### src/rtl/tamao_pkg.sv
// Shared types, codes and helpers for the three-axis moving average block.
`timescale 1ns / 1ps

package tamao_pkg;

    localparam int SAMPLE_W = 16;
    localparam int AXES     = 3;

    // Item function codes carried in s_tuser
    typedef enum logic [2:0] {
        FN_CALIB         = 3'd0,
        FN_RAW           = 3'd1,
        FN_PUSH_MEAN     = 3'd2,
        FN_PUSH_MEAN_OFS = 3'd3,
        FN_MEAN          = 3'd4,
        FN_MEAN_OFS      = 3'd5
    } func_t;

    // What the result stage drives onto the output
    typedef enum logic [1:0] {
        RK_ZERO,
        RK_RAW,
        RK_MEAN,
        RK_MEAN_OFS
    } rkind_t;

    typedef logic signed [SAMPLE_W-1:0] sample_t;

    // Decoded item entering the ring stage
    typedef struct packed {
        logic   valid;
        logic   wr;
        logic   cal;
        logic   done;
        rkind_t kind;
    } ring_req_t;

    // Item leaving the ring stage for the divider
    typedef struct packed {
        logic   valid;
        rkind_t kind;
        logic   load_ofs;
    } div_req_t;

    function automatic sample_t sat16(input logic signed [18:0] v);
        sample_t r;
        if (v > 19'sd32767) begin
            r = 16'sh7FFF;
        end else if (v < -19'sd32768) begin
            r = 16'sh8000;
        end else begin
            r = v[15:0];
        end
        return r;
    endfunction

endpackage

### src/rtl/tamao_ring.sv
// Sample ring memory with read-modify-write of the running and calibration sums.
`timescale 1ns / 1ps

module tamao_ring
    import tamao_pkg::*;
#(
    parameter int WINDOW_LEN = 8
) (
    input  logic                                   aclk,
    input  logic                                   aresetn,
    input  logic                                   en,
    input  ring_req_t                              req,
    input  logic [$clog2(WINDOW_LEN)-1:0]          slot,
    input  sample_t                                samp [AXES],
    output div_req_t                               dreq,
    output logic signed [SAMPLE_W+$clog2(WINDOW_LEN)-1:0] opnd [AXES]
);

    localparam int SLOT_W  = $clog2(WINDOW_LEN);
    localparam int SW      = SAMPLE_W + SLOT_W;
    localparam int ROW_W   = AXES * SAMPLE_W;
    localparam int SUM_MAX = 32767 * WINDOW_LEN;
    localparam int SUM_MIN = -32768 * WINDOW_LEN;

    logic [ROW_W-1:0]      mem [WINDOW_LEN];
    logic [WINDOW_LEN-1:0] ent_vld_reg;

    logic [ROW_W-1:0]      rd_reg;
    logic                  rd_zero_reg;
    logic                  fwd_reg;
    logic [ROW_W-1:0]      fwd_dat_reg;

    logic                  v1_reg;
    rkind_t                kind1_reg;
    logic                  wr1_reg;
    logic                  cal1_reg;
    logic                  done1_reg;
    logic [SLOT_W-1:0]     slot1_reg;
    logic [ROW_W-1:0]      samp1_reg;

    logic signed [SW-1:0]  sum_reg  [AXES];
    logic signed [SW-1:0]  sum_next [AXES];
    logic signed [SW-1:0]  cal_reg  [AXES];
    logic signed [SW-1:0]  cal_next [AXES];
    sample_t               s_ax     [AXES];
    sample_t               old_ax   [AXES];

    // Ring storage: one write from the update stage, one registered read at accept
    always_ff @(posedge aclk) begin
        if (en && v1_reg && wr1_reg) begin
            mem[slot1_reg] <= samp1_reg;
        end
        if (en && req.valid) begin
            rd_reg <= mem[slot];
        end
    end

    always_ff @(posedge aclk) begin
        if (!aresetn) begin
            v1_reg      <= 1'b0;
            kind1_reg   <= RK_ZERO;
            wr1_reg     <= 1'b0;
            cal1_reg    <= 1'b0;
            done1_reg   <= 1'b0;
            fwd_reg     <= 1'b0;
            rd_zero_reg <= 1'b1;
            ent_vld_reg <= '0;
            for (int a = 0; a < AXES; a++) begin
                sum_reg[a] <= '0;
                cal_reg[a] <= '0;
            end
        end else if (en) begin
            v1_reg    <= req.valid;
            kind1_reg <= req.kind;
            wr1_reg   <= req.wr;
            cal1_reg  <= req.cal;
            done1_reg <= req.done;
            if (req.valid) begin
                // same slot written by the item ahead at this edge: memory still has old data
                fwd_reg     <= v1_reg && wr1_reg && (slot1_reg == slot);
                rd_zero_reg <= !ent_vld_reg[slot];
            end
            if (v1_reg && wr1_reg) begin
                ent_vld_reg[slot1_reg] <= 1'b1;
            end
            if (v1_reg) begin
                for (int a = 0; a < AXES; a++) begin
                    sum_reg[a] <= sum_next[a];
                    if (cal1_reg) begin
                        cal_reg[a] <= done1_reg ? '0 : cal_next[a];
                    end
                end
            end
        end
    end

    always_ff @(posedge aclk) begin
        if (en) begin
            slot1_reg   <= slot;
            samp1_reg   <= {samp[2], samp[1], samp[0]};
            fwd_dat_reg <= samp1_reg;
        end
    end

    always_comb begin
        for (int a = 0; a < AXES; a++) begin
            s_ax[a] = samp1_reg[a*SAMPLE_W +: SAMPLE_W];
            if (fwd_reg) begin
                old_ax[a] = fwd_dat_reg[a*SAMPLE_W +: SAMPLE_W];
            end else if (rd_zero_reg) begin
                old_ax[a] = '0;
            end else begin
                old_ax[a] = rd_reg[a*SAMPLE_W +: SAMPLE_W];
            end
            sum_next[a] = wr1_reg ? (sum_reg[a] + SW'(s_ax[a]) - SW'(old_ax[a])) : sum_reg[a];
            cal_next[a] = cal_reg[a] + SW'(s_ax[a]);
            if (kind1_reg == RK_RAW) begin
                opnd[a] = SW'(s_ax[a]);
            end else if (cal1_reg && done1_reg) begin
                opnd[a] = cal_next[a];
            end else begin
                opnd[a] = sum_next[a];
            end
        end
    end

    assign dreq.valid    = v1_reg;
    assign dreq.kind     = kind1_reg;
    assign dreq.load_ofs = cal1_reg && done1_reg;

`ifndef SYNTHESIS
    a_sum_range: assert property (@(posedge aclk) disable iff (!aresetn)
        (sum_reg[0] <= SUM_MAX) && (sum_reg[0] >= SUM_MIN) &&
        (sum_reg[1] <= SUM_MAX) && (sum_reg[1] >= SUM_MIN) &&
        (sum_reg[2] <= SUM_MAX) && (sum_reg[2] >= SUM_MIN))
        else $error("running sum out of window range");

    a_cal_clear: assert property (@(posedge aclk) disable iff (!aresetn)
        (en && v1_reg && cal1_reg && done1_reg) |=>
        (cal_reg[0] == '0) && (cal_reg[1] == '0) && (cal_reg[2] == '0))
        else $error("calibration sums not cleared after offset load");
`endif

endmodule

### src/rtl/tamao_mean_div.sv
// Divide by window length via reciprocal multiply, offset removal, saturation, output reg.
`timescale 1ns / 1ps

module tamao_mean_div
    import tamao_pkg::*;
#(
    parameter int WINDOW_LEN = 8
) (
    input  logic                                   aclk,
    input  logic                                   aresetn,
    input  logic                                   en,
    input  div_req_t                               dreq,
    input  logic signed [SAMPLE_W+$clog2(WINDOW_LEN)-1:0] opnd [AXES],
    output logic                                   res_valid,
    output sample_t                                res [AXES],
    output logic                                   ofs_rdy
);

    localparam int SLOT_W = $clog2(WINDOW_LEN);
    localparam int SW     = SAMPLE_W + SLOT_W;
    localparam int K      = SW + SLOT_W;          // reciprocal scale, exact for |x| < 2**SW
    localparam int RW     = SW + 2;
    localparam int PW     = SW + RW;
    localparam int QW     = SAMPLE_W + 1;         // quotient magnitude up to 32768
    localparam logic [RW-1:0] RECIP = RW'((2**K + WINDOW_LEN - 1) / WINDOW_LEN);

    logic                 v2_reg, ld2_reg;
    rkind_t               kind2_reg;
    logic signed [SW-1:0] opnd2_reg [AXES];

    logic                 v3_reg, ld3_reg;
    rkind_t               kind3_reg;
    logic [AXES-1:0]      neg3_reg;
    logic [PW-1:0]        prod3_reg [AXES];
    sample_t              raw3_reg  [AXES];

    logic                 v4_reg, rdy4_reg;
    sample_t              res4_reg  [AXES];
    sample_t              ofs_reg   [AXES];

    logic [SW-1:0]        mag       [AXES];
    logic [PW-1:0]        prod_next [AXES];
    logic [QW-1:0]        q         [AXES];
    logic signed [QW:0]   qs        [AXES];
    logic signed [QW:0]   mean      [AXES];
    logic signed [18:0]   diff      [AXES];
    sample_t              res_next  [AXES];

    always_comb begin
        for (int a = 0; a < AXES; a++) begin
            mag[a]       = opnd2_reg[a][SW-1] ? SW'(-opnd2_reg[a]) : SW'(opnd2_reg[a]);
            prod_next[a] = PW'(mag[a]) * PW'(RECIP);
            q[a]         = prod3_reg[a][K +: QW];
            qs[a]        = $signed({1'b0, q[a]});
            mean[a]      = neg3_reg[a] ? -qs[a] : qs[a];
            diff[a]      = 19'(mean[a]) - 19'(ofs_reg[a]);
            case (kind3_reg)
                RK_ZERO:     res_next[a] = '0;
                RK_RAW:      res_next[a] = raw3_reg[a];
                RK_MEAN:     res_next[a] = sat16(19'(mean[a]));
                RK_MEAN_OFS: res_next[a] = sat16(diff[a]);
            endcase
        end
    end

    always_ff @(posedge aclk) begin
        if (!aresetn) begin
            v2_reg    <= 1'b0;
            ld2_reg   <= 1'b0;
            kind2_reg <= RK_ZERO;
            v3_reg    <= 1'b0;
            ld3_reg   <= 1'b0;
            kind3_reg <= RK_ZERO;
            v4_reg    <= 1'b0;
            rdy4_reg  <= 1'b0;
            for (int a = 0; a < AXES; a++) begin
                ofs_reg[a] <= '0;
            end
        end else if (en) begin
            v2_reg    <= dreq.valid;
            ld2_reg   <= dreq.load_ofs;
            kind2_reg <= dreq.kind;
            v3_reg    <= v2_reg;
            ld3_reg   <= ld2_reg;
            kind3_reg <= kind2_reg;
            v4_reg    <= v3_reg;
            rdy4_reg  <= v3_reg && ld3_reg;
            if (v3_reg && ld3_reg) begin
                for (int a = 0; a < AXES; a++) begin
                    ofs_reg[a] <= mean[a][SAMPLE_W-1:0];
                end
            end
        end
    end

    always_ff @(posedge aclk) begin
        if (en) begin
            for (int a = 0; a < AXES; a++) begin
                opnd2_reg[a] <= opnd[a];
                neg3_reg[a]  <= opnd2_reg[a][SW-1];
                prod3_reg[a] <= prod_next[a];
                raw3_reg[a]  <= opnd2_reg[a][SAMPLE_W-1:0];
                res4_reg[a]  <= res_next[a];
            end
        end
    end

    assign res_valid = v4_reg;
    assign ofs_rdy   = rdy4_reg;
    always_comb begin
        for (int a = 0; a < AXES; a++) begin
            res[a] = res4_reg[a];
        end
    end

`ifndef SYNTHESIS
    a_rdy_zero: assert property (@(posedge aclk) disable iff (!aresetn)
        (v4_reg && rdy4_reg) |->
        (res4_reg[0] == '0) && (res4_reg[1] == '0) && (res4_reg[2] == '0))
        else $error("offset ready with nonzero result data");

    a_ofs_hold: assert property (@(posedge aclk) disable iff (!aresetn)
        ($past(aresetn) && !$past(en && v3_reg && ld3_reg)) |->
        ($stable(ofs_reg[0]) && $stable(ofs_reg[1]) && $stable(ofs_reg[2])))
        else $error("offset changed without a calibration load");
`endif

endmodule

### src/rtl/three_axis_moving_average_offset.sv
// Top level: three-axis boxcar moving average with offset calibration.
//
//   channel  direction  tdata (low bit up)                      tuser
//   s_       in         sample_x[15:0] sample_y[31:16]          func[2:0]
//                       sample_z[47:32]
//   m_       out        out_x[15:0] out_y[31:16] out_z[47:32]   offset_ready[0]
//
// One item per cycle while m_ is not stalled; a result reaches m_ through four
// register stages after the edge that accepts its item: ring read, sum update,
// reciprocal multiply, offset/saturate.
// The ring is one memory, read at accept and written from the update stage; a
// write-to-read forward covers back-to-back items on the same slot.
// Reset (aresetn low, synchronous) clears the sums, offsets, slot counters
// and the per-slot valid bits; no clearing pass, items accepted at once.
// A stalled m_ side freezes the whole pipeline; s_tready drops only then.
`timescale 1ns / 1ps

module three_axis_moving_average_offset
    import tamao_pkg::*;
#(
    parameter int WINDOW_LEN = 8
) (
    input  logic        aclk,
    input  logic        aresetn,
    // sample_x[15:0], sample_y[31:16], sample_z[47:32]
    input  logic [47:0] s_tdata,
    // func[2:0]
    input  logic [2:0]  s_tuser,
    input  logic        s_tvalid,
    output logic        s_tready,
    // out_x[15:0], out_y[31:16], out_z[47:32]
    output logic [47:0] m_tdata,
    // offset_ready[0]
    output logic [0:0]  m_tuser,
    output logic        m_tvalid,
    input  logic        m_tready
);

    localparam int SLOT_W = $clog2(WINDOW_LEN);
    localparam int SW     = SAMPLE_W + SLOT_W;
    localparam logic [SLOT_W-1:0] LAST_SLOT = SLOT_W'(WINDOW_LEN - 1);

    logic                 en;
    logic                 accept;
    func_t                fn;
    ring_req_t            req;
    logic [SLOT_W-1:0]    slot;
    sample_t              samp [AXES];
    div_req_t             dreq;
    logic signed [SW-1:0] opnd [AXES];
    sample_t              res  [AXES];
    logic                 ofs_rdy;

    logic [SLOT_W-1:0]    wr_slot_reg, wr_slot_next;
    logic [SLOT_W-1:0]    cal_cnt_reg, cal_cnt_next;

    // whole pipeline moves whenever the output register is free or drained
    assign en       = !m_tvalid || m_tready;
    assign s_tready = en;
    assign accept   = s_tvalid && en;

    assign fn      = func_t'(s_tuser);
    assign samp[0] = s_tdata[15:0];
    assign samp[1] = s_tdata[31:16];
    assign samp[2] = s_tdata[47:32];

    // decode: which slot is touched and what the result stage will do
    always_comb begin
        req.valid    = accept;
        req.wr       = 1'b0;
        req.cal      = 1'b0;
        req.done     = 1'b0;
        req.kind     = RK_ZERO;
        slot         = wr_slot_reg;
        wr_slot_next = wr_slot_reg;
        cal_cnt_next = cal_cnt_reg;
        unique case (fn)
            FN_CALIB: begin
                req.wr       = 1'b1;
                req.cal      = 1'b1;
                req.done     = (cal_cnt_reg == LAST_SLOT);
                slot         = cal_cnt_reg;
                cal_cnt_next = (cal_cnt_reg == LAST_SLOT) ? '0 : cal_cnt_reg + 1'b1;
            end
            FN_RAW: begin
                req.kind = RK_RAW;
            end
            FN_PUSH_MEAN, FN_PUSH_MEAN_OFS: begin
                req.wr       = 1'b1;
                req.kind     = (fn == FN_PUSH_MEAN) ? RK_MEAN : RK_MEAN_OFS;
                wr_slot_next = (wr_slot_reg == LAST_SLOT) ? '0 : wr_slot_reg + 1'b1;
            end
            FN_MEAN: begin
                req.kind = RK_MEAN;
            end
            FN_MEAN_OFS: begin
                req.kind = RK_MEAN_OFS;
            end
            default: begin
                // unused codes: no state change, all-zero result
                req.kind = RK_ZERO;
            end
        endcase
    end

    always_ff @(posedge aclk) begin
        if (!aresetn) begin
            wr_slot_reg <= '0;
            cal_cnt_reg <= '0;
        end else if (accept) begin
            wr_slot_reg <= wr_slot_next;
            cal_cnt_reg <= cal_cnt_next;
        end
    end

    tamao_ring #(
        .WINDOW_LEN (WINDOW_LEN)
    ) u_ring (
        .aclk    (aclk),
        .aresetn (aresetn),
        .en      (en),
        .req     (req),
        .slot    (slot),
        .samp    (samp),
        .dreq    (dreq),
        .opnd    (opnd)
    );

    tamao_mean_div #(
        .WINDOW_LEN (WINDOW_LEN)
    ) u_div (
        .aclk      (aclk),
        .aresetn   (aresetn),
        .en        (en),
        .dreq      (dreq),
        .opnd      (opnd),
        .res_valid (m_tvalid),
        .res       (res),
        .ofs_rdy   (ofs_rdy)
    );

    assign m_tdata = {res[2], res[1], res[0]};
    assign m_tuser = ofs_rdy;

`ifndef SYNTHESIS
    a_cal_wrap: assert property (@(posedge aclk) disable iff (!aresetn)
        (accept && (fn == FN_CALIB) && (cal_cnt_reg == LAST_SLOT)) |=> (cal_cnt_reg == '0))
        else $error("calibration count did not wrap after last slot");

    a_slot_hold: assert property (@(posedge aclk) disable iff (!aresetn)
        (accept && (fn != FN_PUSH_MEAN) && (fn != FN_PUSH_MEAN_OFS)) |=> $stable(wr_slot_reg))
        else $error("write slot moved on a non-push item");

    a_slot_range: assert property (@(posedge aclk) disable iff (!aresetn)
        (wr_slot_reg <= LAST_SLOT) && (cal_cnt_reg <= LAST_SLOT))
        else $error("slot counter beyond window");
`endif

endmodule

### config.mk
export PLATFORM = sky130hd
export DESIGN_NAME = three_axis_moving_average_offset
export DESIGN_NICKNAME = d
export VERILOG_FILES = /design/src/rtl/tamao_pkg.sv /design/src/rtl/tamao_ring.sv /design/src/rtl/tamao_mean_div.sv /design/src/rtl/three_axis_moving_average_offset.sv
export SDC_FILE = /design/constraint.sdc
export NUM_CORES = 2
export LEC_CHECK = 0
export BUFFER_PORTS_ARGS = -buffer_cell sky130_fd_sc_hd__buf_2
export CORE_MARGIN = 4
export CORE_UTILIZATION = 40
export DETAILED_ROUTE_END_ITERATION = 12
export GPL_ROUTABILITY_DRIVEN = 1
export HOLD_SLACK_MARGIN = 0.12
export SYNTH_ARGS = -nofsm -noshare
export SYNTH_HDL_FRONTEND = slang
export SYNTH_SLANG_ARGS = --single-unit
### constraint.sdc
create_clock -name aclk -period 17.5 [get_ports aclk]
set_input_delay 0.875 -clock aclk [delete_from_list [all_inputs] [get_ports aclk]]
set_output_delay 0.875 -clock aclk [all_outputs]
set_load 0.01 [all_outputs]
==> metrics.yaml <==
status:
  status: "finished clean"
yosys:
  synth_top_area_cell: "edfxtp_1"
  syn_inst: 4172
  synth_nets: 4459
  synth_top_area_share_pct: 57.5
  syn_area_um2: 46900
  synth_seq_cells: 929
  synth_cell_types: 73
  ys.flop_type: "edfxtp_1"
  synth.area.top_cells: "edfxtp_1, nand2_1, ha_1"
  synth_edf_count: 897
  ys_warn_count: 0
  ys_seq_area_share_pct: 58.8
  syn_avg_cell_area_um2: 11.2
  synthArstFlopShare_pct: 0
sta:
  slew_violations: 0
  setup_violations: 0
  finalSetupTns_ns: 0
  worst_pin_slew_ns: 1.16
  relSlewSlack_pct: 21.0
  period_needed_ns: 4.84
  fmax_mhz: 207
  timing.final.hold_violations: 0
  min_period_over_period_pct: 27.6
  finalClockSkew_ns: 0.0239
  rsz0062_at_grt: "false"
  hold_slack_ns: 0.363
clock_tree:
  cts_buffers: 100
  clk_pin_slew_ns: 0.06
  clock_path_buffers: 3
  tritoncts: "done"
  ctsHoldBuffers: 0
  clock_latency_ns: 0.69
  h-tree-depth: 3
  cts_setup_buffers: 0
  cts_resized: 0
  root_buffer: "clkbuf_16"
  cts.sinks: 929
cells_and_area:
  final_cell_mix: "edfxtp_1, nand2_1, inv_1"
  syn_to_final_growth_pct: 12.1
  layout-drive-gt1-share_pct: 8.54
  final_common_cell: "edfxtp_1"
  fin_cells: 5871
  regMostFlops: "u_ring.mem"
  final_util_pct: 45.2
  layout.nets: 4547
  largest_reg_flops: 384
  fillers: 10700
detailed_routing:
  drtAntennaViolNets: 0
  drcViolationCount: 0
  drt_first_iter_violations: 2334
  via_count: 31100
  post_drt_wl_per_cell_um: 19.2
  drt_wl_total_mm: 112
  drtPass1Iterations: 6
  vias_per_cell: 5.29
worst_setup_path:
  crit_path_start_kind: "flip-flop"
  required_ns: 18.03
  r2r_end: "u_div.res4_reg[0][45]"
  end_kind: "flip-flop"
  reg2reg_from: "u_div.prod3_reg[0][41]"
  crit_fanout: 13
  worstPathArrival_ns: 5.37
  critPathKind: "flip-flop to flip-flop"
  r2r_slack_ns: 12.66
  worstRegToRegCells: 17
place:
  dpl.hpwl_mm: 70.3
  numPortBuffers: 105
  post-place-cells: 5682
  place_congestion: 0.835
worst_hold_path:
  hold_path_class: "primary input to flip-flop"
  hold_end: "u_ring.samp1_reg[41]"
  hold_path_startpoint: "s_tdata[41]"
  whs_path_depth: 1
power_and_ir_drop:
  peakVddDrop_v: 0.0000773
  switchingPower_mw: 1.89
  power_leakage_nw: 20.4
  p_total_mw: 6.40
  power.internal_mw: 4.50
  p_clk_share_pct: 33.2
  p_comb_share_pct: 23.7
  power_density_nw_per_um2: 122
  swShare_pct: 29.6
  power_frac_seq_pct: 43.1
die:
  placement_rows: 125
  die_w_um: 350
  fp.dieH_um: 350
  core-area_um2: 116000
  ioPinCount: 106
  die_area_um2: 123000
  initial_core_util_pct: 40.3
flow_run:
  cap_viol_max_count: 0
global_route:
  grt_max_degree: 182
  track_usage_pct: 18.1
  grt-ovfl-total: 0
  grt_pass1_vias: 29800
  antenna_found_initial: 7
  grt_pass1_wl_mm: 174
[how the worst max path moves through the flow]
stage | from | to | slack, ns | depth (start not counted)
global placement | u_ring.rd_zero_reg | u_div.opnd2_reg[0][18] | 12.81 | 15
finish | u_div.prod3_reg[0][41] | u_div.res4_reg[0][45] | 12.66 | 17
global route | u_div.prod3_reg[0][41] | u_div.res4_reg[0][45] | 12.21 | 17
CTS | u_div.prod3_reg[0][41] | u_div.res4_reg[0][45] | 12.68 | 17
floorplan | m_tready | u_ring.cal_reg[0][0] | 5.20 | 7
detailed placement | u_div.prod3_reg[0][41] | u_div.res4_reg[0][45] | 12.73 | 17
[metrics by stage]
stage / worst slack, ns / instance area [um^2]
2_1_floorplan: 5.20 / 46900
3_3_place_gp: 12.81 / 49200
3_5_place_dp: 12.73 / 49200
4_1_cts: 12.68 / 52600
5_1_grt: 12.21 / 52600
6_report: 12.66 / 52600
[cell usage after synthesis (15+ instances only)]
cell type	number
a211o_1	16
a211oi_1	23
a21boi_0	17
a21o_1	37
a21oi_1	151
a221oi_1	16
a22o_1	49
and2_1	37
and3_1	15
buf_1	35
clkbuf_1	135
dfxtp_1	32
edfxtp_1	897
fa_1	60
ha_1	172
inv_1	312
mux2i_1	42
nand2_1	661
nand2b_1	39
nand3_1	277
nor2_1	268
nor2b_1	73
nor3_1	56
o2111ai_1	17
o211ai_1	35
o21a_1	33
o21ai_0	213
o21bai_1	19
o31ai_1	33
or3_1	20
xnor2_1	167
xor2_1	58
[final cells by class]
| type | count | area (um^2) | area share [%] |
|---|---|---|---|
| clock inverters | 66 | 662 | 1.26 |
| diodes | 2 | 5.00 | 0.00952 |
| well taps | 1524 | 1910 | 3.63 |
| clock buffers | 121 | 2660 | 5.05 |
| repair buffers | 157 | 941 | 1.79 |
| flip-flops and latches | 929 | 27600 | 52.5 |
| inverters | 315 | 1200 | 2.28 |
| multi-input cells | 2757 | 17600 | 33.5 |
[kinds of logic after synthesis]
group	Yosys count	synth area share [%]
muxes	51	1.11
xor gates and xnor gates	225	4.20
buffers and inverters	486	3.90
DFF	929	58.8
adders and majority gates	232	7.15
AOI/OAI and AO/OA	740	10.3
and+or+nand+nor	1509	14.5
[layer usage]
| layer | vias up | part of all wire [%] | track usage, % |
|---|---|---|---|
| li1 | 15100 | - | - |
| met1 | 15000 | 48 | 26.6 |
| met2 | 812 | 44 | 28.1 |
| met3 | 115 | 6.1 | 2.87 |
| met4 | 4 | 1.8 | 4.50 |
| met5 | - | 0.036 | 0 |
[power groups by stage]
stage          logic, mW  registers [mW]  clock network [mW]
3_5_place_dp        1.50            2.80                   0
4_1_cts             1.51            2.76                2.18
3_3_place_gp        1.49            2.80                   0
2_1_floorplan       1.20            2.76                   0
6_report            1.52            2.76                2.12
5_1_grt             1.71            2.78                2.27
[critical path, cell delays in order (launching register included)]
cell,delay [ns]
edfxtp_1,0.39
inv_1,0.18
ha_1,0.20
nand2_1,0.07
or3_1,0.34
or3_1,0.39
o31ai_1,0.26
xor2_1,0.24
inv_1,0.07
ha_1,0.34
a21oi_1,0.18
o21ai_0,0.13
a21o_1,0.20
a31oi_1,0.33
a32oi_1,0.19
a31o_2,0.25
o22ai_1,0.72
a211o_1,0.20
(Power assumes the default switching activity.)
